--- config.mk ---
export PLATFORM = sky130hd
export DESIGN_NAME = stepper_oscillating_sweep
export DESIGN_NICKNAME = d
export VERILOG_FILES = /design/src/sv/sos_pkg.sv /design/src/sv/stepper_oscillating_sweep.sv
export SDC_FILE = /design/constraint.sdc
export NUM_CORES = 1
export LEC_CHECK = 0
export ABC_AREA = 0
export BUFFER_PORTS_ARGS = -buffer_cell sky130_fd_sc_hd__clkbuf_2
export CAP_MARGIN = 25
export CORE_MARGIN = 2
export CORE_UTILIZATION = 60
export CTS_BUF_LIST = sky130_fd_sc_hd__clkbuf_2
export CTS_CLUSTER_SIZE = 28
export DETAILED_ROUTE_END_ITERATION = 7
export GPL_ROUTABILITY_DRIVEN = 0
export PLACE_DENSITY = 0.84
export SYNTH_ARGS = -nofsm -noshare
export SYNTH_HDL_FRONTEND = slang
export SYNTH_SLANG_ARGS = --single-unit
export TNS_END_PERCENT = 30
--- constraint.sdc ---
create_clock -name clk -period 5.2 [get_ports clk]
set_input_delay 1.04 -clock clk [delete_from_list [all_inputs] [get_ports clk]]
set_output_delay 1.04 -clock clk [all_outputs]
set_load 0.03 [all_outputs]
--- src/sv/sos_pkg.sv ---
// ----------------------------------------------------------------------------
// sos_pkg: shared types and constants for the stepper oscillating sweep
// Command and result payloads, register indexes, reset values and the
// half-step coil sequence.
// ----------------------------------------------------------------------------
package sos_pkg;

  localparam int unsigned PHASE_COUNT = 8;
  localparam int unsigned PHASE_W     = $clog2(PHASE_COUNT);

  localparam int unsigned ANGLE_W = 9;
  localparam int unsigned STEP_W  = 8;
  localparam int unsigned TICK_W  = 16;
  localparam int unsigned COIL_W  = 4;

  localparam logic [ANGLE_W-1:0] ANGLE_MAX = ANGLE_W'(360);

  localparam logic [ANGLE_W-1:0] LOWER_LIMIT_RST = ANGLE_W'(30);
  localparam logic [ANGLE_W-1:0] UPPER_LIMIT_RST = ANGLE_W'(150);
  localparam logic [STEP_W-1:0]  STEPS_PER_DEG_RST = STEP_W'(12);
  localparam logic [TICK_W-1:0]  SWEEP_TICKS_RST = TICK_W'(10000);

  typedef enum logic [1:0] {
    REQ_TICK  = 2'd0,
    REQ_START = 2'd1,
    REQ_STOP  = 2'd2,
    REQ_LOAD  = 2'd3
  } req_type_t;

  typedef enum logic [1:0] {
    CFG_LOWER_LIMIT   = 2'd0,
    CFG_UPPER_LIMIT   = 2'd1,
    CFG_STEPS_PER_DEG = 2'd2,
    CFG_SWEEP_TICKS   = 2'd3
  } cfg_index_t;

  typedef struct packed {
    logic [1:0]         req_type;
    logic [ANGLE_W-1:0] angle_value;
  } req_t;

  typedef struct packed {
    logic [COIL_W-1:0]  coil_pattern;
    logic               coil_update;
    logic [ANGLE_W-1:0] angle_deg;
    logic               moving_up;
    logic               running;
  } res_t;

  // Half-step sequence, coil A in bit 0
  function automatic logic [COIL_W-1:0] phase_pattern(input logic [PHASE_W-1:0] idx);
    logic [COIL_W-1:0] pat;
    case (idx)
      3'd0:    pat = 4'h1;
      3'd1:    pat = 4'h3;
      3'd2:    pat = 4'h2;
      3'd3:    pat = 4'h6;
      3'd4:    pat = 4'h4;
      3'd5:    pat = 4'hC;
      3'd6:    pat = 4'h8;
      default: pat = 4'h9;
    endcase
    return pat;
  endfunction

endpackage

--- src/sv/stepper_oscillating_sweep.sv ---
// ----------------------------------------------------------------------------
// stepper_oscillating_sweep: half-step stepper sequencer with angle sweep
// Takes tick, start, stop and load-angle commands and returns one result
// per command with the coil pattern and the tracked sweep state.
// ----------------------------------------------------------------------------
// Each command updates the sweep state through a single level of counter
// and compare logic at the clock edge that accepts it; the result is
// registered at that same edge, into the result register or, while that
// is held, into the skid register. A two-entry output buffer (result
// register plus skid register) lets a new command be accepted every cycle
// until both entries are full; req_stall rises only when both entries
// hold results. Config registers are written through the cfg port, which
// is always ready, and must be written only while no command is in flight.
module stepper_oscillating_sweep (
  input  logic                   clk,
  input  logic                   rst,
  input  logic                   req_valid,
  output logic                   req_stall,
  input  sos_pkg::req_t          req,
  output logic                   res_valid,
  input  logic                   res_stall,
  output sos_pkg::res_t          res,
  input  logic                   cfg_valid,
  output logic                   cfg_ready,
  input  logic [1:0]             cfg_index,
  input  logic [15:0]            cfg_data
);
  import sos_pkg::*;

  // configuration
  logic [ANGLE_W-1:0] lower_limit;
  logic [ANGLE_W-1:0] upper_limit;
  logic [STEP_W-1:0]  steps_per_deg;
  logic [TICK_W-1:0]  sweep_ticks;

  // sweep state
  logic [TICK_W-1:0]  tick_count, tick_count_next;
  logic [STEP_W-1:0]  step_count, step_count_next;
  logic [ANGLE_W-1:0] angle, angle_next;
  logic               direction_up, direction_up_next;
  logic               sweep_active, sweep_active_next;

  // output buffer
  res_t res_q, skid_q;
  logic res_q_valid, skid_valid;
  res_t result;

  logic accept;
  logic out_fire;

  logic [PHASE_W-1:0] phase;
  logic [PHASE_W-1:0] phase_idx;
  logic [STEP_W-1:0]  step_inc;
  logic [STEP_W-1:0]  spd_eff;
  logic               degree_hit;
  logic [ANGLE_W-1:0] angle_stepped;
  logic [TICK_W-1:0]  tick_inc;
  logic               tick_run;

  assign cfg_ready = 1'b1;
  assign req_stall = skid_valid;
  assign accept    = req_valid && !req_stall;
  assign res_valid = res_q_valid;
  assign res       = res_q;
  assign out_fire  = res_q_valid && !res_stall;

  always_comb begin
    phase     = tick_count[PHASE_W-1:0];
    // falling sweep walks the table backward
    phase_idx = direction_up ? phase : ~phase;
    step_inc  = step_count + STEP_W'(1);
    spd_eff   = (steps_per_deg == '0) ? STEP_W'(1) : steps_per_deg;
    degree_hit = step_inc >= spd_eff;
    tick_inc  = tick_count + TICK_W'(1);
    tick_run  = (req_type_t'(req.req_type) == REQ_TICK) && sweep_active;

    angle_stepped = angle;
    if (degree_hit) begin
      if (direction_up) begin
        if (angle < ANGLE_MAX) angle_stepped = angle + ANGLE_W'(1);
      end else begin
        if (angle != '0) angle_stepped = angle - ANGLE_W'(1);
      end
    end

    tick_count_next   = tick_count;
    step_count_next   = step_count;
    angle_next        = angle;
    direction_up_next = direction_up;
    sweep_active_next = sweep_active;

    unique case (req_type_t'(req.req_type))
      REQ_TICK: begin
        if (sweep_active) begin
          step_count_next = degree_hit ? '0 : step_inc;
          angle_next      = angle_stepped;
          if (direction_up) begin
            if (angle_stepped >= upper_limit) direction_up_next = 1'b0;
          end else begin
            if (angle_stepped <= lower_limit) direction_up_next = 1'b1;
          end
          tick_count_next = tick_inc;
          if (tick_inc >= sweep_ticks) sweep_active_next = 1'b0;
        end
      end
      REQ_START: begin
        sweep_active_next = 1'b1;
        tick_count_next   = '0;
        step_count_next   = '0;
      end
      REQ_STOP: begin
        sweep_active_next = 1'b0;
      end
      REQ_LOAD: begin
        angle_next = (req.angle_value > ANGLE_MAX) ? ANGLE_MAX : req.angle_value;
      end
      default: begin
      end
    endcase

    result.coil_pattern = tick_run ? phase_pattern(phase_idx) : '0;
    result.coil_update  = tick_run;
    result.angle_deg    = angle_next;
    result.moving_up    = direction_up_next;
    result.running      = sweep_active_next;
  end

  always_ff @(posedge clk) begin
    if (rst) begin
      lower_limit   <= LOWER_LIMIT_RST;
      upper_limit   <= UPPER_LIMIT_RST;
      steps_per_deg <= STEPS_PER_DEG_RST;
      sweep_ticks   <= SWEEP_TICKS_RST;
    end else if (cfg_valid && cfg_ready) begin
      unique case (cfg_index_t'(cfg_index))
        CFG_LOWER_LIMIT:   lower_limit   <= cfg_data[ANGLE_W-1:0];
        CFG_UPPER_LIMIT:   upper_limit   <= cfg_data[ANGLE_W-1:0];
        CFG_STEPS_PER_DEG: steps_per_deg <= cfg_data[STEP_W-1:0];
        CFG_SWEEP_TICKS:   sweep_ticks   <= cfg_data[TICK_W-1:0];
        default: begin
        end
      endcase
    end
  end

  always_ff @(posedge clk) begin
    if (rst) begin
      tick_count   <= '0;
      step_count   <= '0;
      angle        <= '0;
      direction_up <= 1'b0;
      sweep_active <= 1'b0;
    end else if (accept) begin
      tick_count   <= tick_count_next;
      step_count   <= step_count_next;
      angle        <= angle_next;
      direction_up <= direction_up_next;
      sweep_active <= sweep_active_next;
    end
  end

  // result register refills from skid first, so order is kept
  always_ff @(posedge clk) begin
    if (rst) begin
      res_q_valid <= 1'b0;
      skid_valid  <= 1'b0;
    end else begin
      if (out_fire || !res_q_valid) begin
        res_q_valid <= skid_valid || accept;
        skid_valid  <= skid_valid && accept;
      end else if (accept) begin
        skid_valid <= 1'b1;
      end
    end
  end

  always_ff @(posedge clk) begin
    if (out_fire || !res_q_valid) begin
      res_q <= skid_valid ? skid_q : result;
      if (skid_valid && accept) skid_q <= result;
    end else if (accept) begin
      skid_q <= result;
    end
  end

endmodule

Word level (Yosys, flattened, before mapping) --
Index checks and enable logic that the tools add are counted.
Cells by class: add/subtract/negate cells 4, magnitude comparators 6, equality and inequality tests 14, mux-type cells 30, bitwise logic cells 1, reductions and logical operators 22
Operator list (number):
- $mux W16 | 5
- $mux W9 | 6
- $pmux W16 S2 | 1
- $pmux W4 S7 | 1
- $mux W8 | 3
- $pmux W9 S2 | 1
- $add A16 B1 Y16 const B | 1
- $ge A16 B16 Y1 | 1
- $pmux W8 S2 | 1
- $reduce_and A2 Y1 | 5
- $add A9 B1 Y9 const B | 1
- $eq A3 B3 Y1 const B | 3
- $ge A9 B9 Y1 | 1
- $gt A9 B9 Y1 const B | 1
- $le A9 B9 Y1 | 1
- $lt A9 B9 Y1 const B | 1
- $mux W1 | 9
- $reduce_bool A9 Y1 | 1
- $sub A9 B1 Y9 const B | 1
- $add A8 B1 Y8 const B | 1
- $eq A2 B2 Y1 const B | 4
- $ge A8 B8 Y1 | 1
- $logic_not A8 Y1 | 1
- $eq A3 B2 Y1 const B | 2
- 15 further kinds | 24
Word-level totals: flip-flop bits (word level) 111, bits of input ports 34, output and inout bits 19, logic and storage cells 98

Longest topological paths before layout --
depth in word-level cells 11, gate-level depth with buffers 19, mapped depth without buffers 18

Worst setup path after synthesis --
OpenSTA, ideal clock, no wires.
kind reg-to-reg, start point reg step_count[0], end point reg res_q (netlist bit res[1]), data pin, library setup time 0.260 ns, arrival time 3.470 ns, required time 4.940 ns, slack 1.470 ns, cell stages (with the launch flop) 20, buffers on the path 1, clock period less this slack 3.730 ns, cell sequence dfxtp_1 > ha_1 > nand3_1 > nor2_1 > xor2_1 > ha_1 > o21ai_0 > o21bai_1 > and2_1 > clkbuf_1 > nand2_1 > xnor2_1 > ha_1 > o21ai_0 > a21oi_1 > o21ai_0 > a21oi_1 > o21ai_0 > mux2_2 > mux2_2
On the way: word-level cells in the longest chain between the ends 9, elaborated cells on any way between the ends 11, classes of those cells 1 x add/sub; 3 x order compare; 7 x mux
RTL lines:
- start: declaration | line stepper_oscillating_sweep.sv:38 | logic [STEP_W-1:0] step_count, step_count_next;
- start signal: assignment | line stepper_oscillating_sweep.sv:155 | step_count <= step_count_next;
- $add A8 B1 Y8 (*) | line stepper_oscillating_sweep.sv:71 | step_inc = step_count + STEP_W'(1);
- $ge A8 B8 Y1 (*) | line stepper_oscillating_sweep.sv:73 | degree_hit = step_inc >= spd_eff;
- $mux W9 (*) | line stepper_oscillating_sweep.sv:78 | if (degree_hit) begin
- $le A9 B9 Y1 / $ge A9 B9 Y1 (equally long branches) | line stepper_oscillating_sweep.sv:100, stepper_oscillating_sweep.sv:98
- $mux W1, on equally long branches | line stepper_oscillating_sweep.sv:100, stepper_oscillating_sweep.sv:98
- $mux W1 (*) | line stepper_oscillating_sweep.sv:97 | if (direction_up) begin
- $mux W1 (*) | line stepper_oscillating_sweep.sv:94 | if (sweep_active) begin
- $mux W1 (*) | line stepper_oscillating_sweep.sv:92 | unique case (req_type_t'(req.req_type))
- net direction_up_next | line stepper_oscillating_sweep.sv:40 | logic direction_up, direction_up_next;
- $mux W16 (*) | line stepper_oscillating_sweep.sv:179 | res_q <= skid_valid ? skid_q : result;
- end signal: assignment | line stepper_oscillating_sweep.sv:179
- end: declaration | line stepper_oscillating_sweep.sv:44 | res_t res_q, skid_q;
The timed path passes the listed nets; every way through them passes the cells marked *. A chain may end at the register's enable or synchronous reset.

Worst setup path in the final report --
Same ends and word-level chain as after synthesis.

==> results.toml <==
[synth]
synthCells = 790
synth_top_family_by_area = "compound AO/OA/AOI/OAI gates"
ys_types = 74
synthSimpleGateAreaFrac_pct = 19.4
synth-seq-area-share_pct = 38.2
synth_edf_count = 32
synth_area_per_cell_um2 = 8.42
synth_mux_area_share_pct = 1.50
synth_compound_area_share_pct = 21.2
synth-seq-cells = 111
async_flop_share_pct = 0
synth-xor-area-share_pct = 3.68
synth_fp_nets = 873
yosys.area_share.adder_pct = 9.21
ys.flop_type = "dfxtp_1"
syn_area_mm2 = 0.00666
yosys_warnings = 0

[clock_network]
cts_tree = "yes"
clockBufferDepth = 2
post_cts_buffers = 0
cts_buffers = 9
clk_pin_slew_ns = 0.34
cts_resized = 0
cts_max_level = 3
clock-sinks = 111
cts_root_buffer = "clkbuf_2"
worstSkewPairLatency_ns = 0.65
cts_hold_buf = 0

[floorplanning]
io-pin-count = 53
fp.dieH_um = 109
start_util_pct = 61.4
rows = 38
die-area_mm2 = 0.0120
core_mm2 = 0.0108
die_width_um = 109

[route]
via_per_inst = 6.15
vias = 5870
dr.pass1.iters = 7
drt_iter0_markers = 506
drc = 0
wl_per_cell_um = 16.7
postRouteAntennaNets = 0
wirelength_mm = 15.9

[sta]
fmax_mhz = 237
worst_slew_pin_slew_ns = 0.999
finalMaxSlewViolations = 0
slew-limit-headroom_pct = 33.1
worst_slack_ns = 0.979
period_share_pct = 81.2
grt_setup_unrepaired = "false"
finalSetupViolCount = 0
min_period_ns = 4.22
hold_viol = 0
fin_skew_ns = 0.0457
tns_ns = 0

[grt]
grt_use_met2_pct = 45.6
use_met1_pct = 37.3
grt_util_all_layers_pct = 27.9
grt_use_met3_pct = 4.39
busiest_layer = "met2"
grt_pass1_vias = 5451
antenna_found_initial = 2
grt_pass1_wl_mm = 26.2
grt_start_max_net_pins = 43
gr-total-overflow = 0

[finish]
area_growth_pct = 4.96
final_common_cell = "nand2_1"
final_layout_size_suffix_gt1_share_pct = 11.8
seq_area_mm2 = 0.00254
final_cell_mix = "113 x nand2_1, 79 x dfxtp_1, 70 x a21oi_1, 69 x nor2_1, 60 x clkbuf_2"
fill_cells = 920
final_util_pct = 64.4
fin_nets = 891
multi_input_area_mm2 = 0.00366

[setup_path]
crit_type = "register to register"
required_ns = 5.68
crit_path_start_kind = "register"
cp-end-kind = "register"
worstPathMaxFanout = 10
arrival_ns = 4.70
r2r_cells = 18

[run]
maxCapViolations = 0

[worst_hold_path]
holdPathStages = 2
hold_path_class = "register to register"

[placed_design]
dpl_worst_slack_ns = 1.09
hpwl_mm = 11.7
port_buffers = 51

[pwr]
p_leak_nw = 2.88
p_per_area_mw_per_mm2 = 231
ir_drop_v = 0.000200

[run_status]
status = "finished, final reports clean"
## path summary, 6_finish.rpt
check | start | to | slack (ns)
setup / recovery | step_count[0]$_SDFFE_PP0P_ | res[1]$_DFFE_PN_ | 0.98
hold / removal | sweep_ticks[12]$_SDFFE_PP0P_ | sweep_ticks[12]$_SDFFE_PP0P_ | 0.48
setup reg to reg | step_count[0]$_SDFFE_PP0P_ | res[1]$_DFFE_PN_ | 0.98
hold reg to reg | sweep_ticks[12]$_SDFFE_PP0P_ | sweep_ticks[12]$_SDFFE_PP0P_ | 0.48
## through the flow
step                instance area [um^2]  total power [mW]  cells  hold slack (ns)
finish                              6990              1.61    955            0.481
global route                        6990              1.68    955            0.496
CTS                                 6980              1.61    953            0.476
detailed placement                  6860              1.19    937            0.448
global placement                    6860              1.18    937            0.443
floorplan                           6660              1.12    790            0.436
## synthesized netlist by cell type, drive strengths merged (3+ instances only)
library cell | instances | area share (%)
o211ai | 19 | 2.1
clkbuf | 35 | 2.6
nor4 | 3 | 0.51
nand4 | 10 | 0.94
a22oi | 11 | 1.2
or2 | 5 | 0.47
mux2 | 8 | 1.4
xnor2 | 18 | 2.4
ha | 49 | 9.2
dfxtp | 79 | 24
a21oi | 70 | 5.3
o21ai | 36 | 2.8
nand2 | 113 | 6.4
nand2b | 5 | 0.47
nand3 | 15 | 1.1
xor2 | 10 | 1.3
nor2 | 70 | 4.0
o31ai | 9 | 1.1
or3 | 7 | 0.66
inv | 52 | 2.9
nand3b | 8 | 0.90
and3 | 6 | 0.56
a21o | 7 | 0.79
nor3 | 19 | 1.5
a211oi | 6 | 0.75
buf | 10 | 1.1
nor2b | 6 | 0.56
edfxtp | 32 | 14
a31oi | 17 | 1.6
o21a | 10 | 1.2
## cells by family (layout without fill, tap and decap cells)
group / count (synthesis) / in the layout
AOI/OAI and AO/OA: 214 / 214
xor gates and xnor gates: 28 / 28
adders and majority gates: 49 / 49
buffers and inverters: 100 / 123
DFF: 111 / 111
muxes: 9 / 9
other: 1 / 3
and+or+nand+nor: 278 / 278
## where the power goes
part | switching, mW | total, mW | internal, mW
Combinational | 0.157 | 0.235 | 0.0778
Sequential | 0.0211 | 0.945 | 0.924
Clock | 0.313 | 0.434 | 0.120
## final cells by class
class	instances	area share, %
inverter	54	2.90
clock buffer	9	0.645
clock inverter	7	1.15
multi-input combinational	579	52.5
timing repair buffer	53	3.87
antenna	2	0.0716
tap	140	2.51
sequential	111	36.4
## state kept, by name, indices dropped and copies added (netlist names), 8 cells and up
| name | count |
|---|---|
| lower_limit | 9 |
| res | 16 |
| skid_q | 16 |
| step_count | 8 |
| sweep_ticks | 16 |
| angle | 9 |
| tick_count | 16 |
| upper_limit | 9 |
| steps_per_deg | 8 |
## routing by layer
metal	wire (um)	up-vias
met4	414	0
li1	-	2844
met5	0	-
met1	7010	2695
met3	1180	42
met2	7310	289
## critical path, cell delays in order, from the launching register on
cell and delay (ns):
dfxtp_1 0.49, ha_1 0.22, nand3_1 0.13, nor2_1 0.16, xor2_1 0.20, ha_1 0.21
o21ai_0 0.09, o21bai_1 0.34, and2_1 0.44, nand2_1 0.13, xnor2_1 0.20, ha_1 0.34
o21ai_0 0.08, a21oi_1 0.15, o21ai_0 0.09, a21oi_1 0.11, o21ai_0 0.13, mux2_2 0.30
mux2_2 0.26
(Power assumes the default switching activity.)
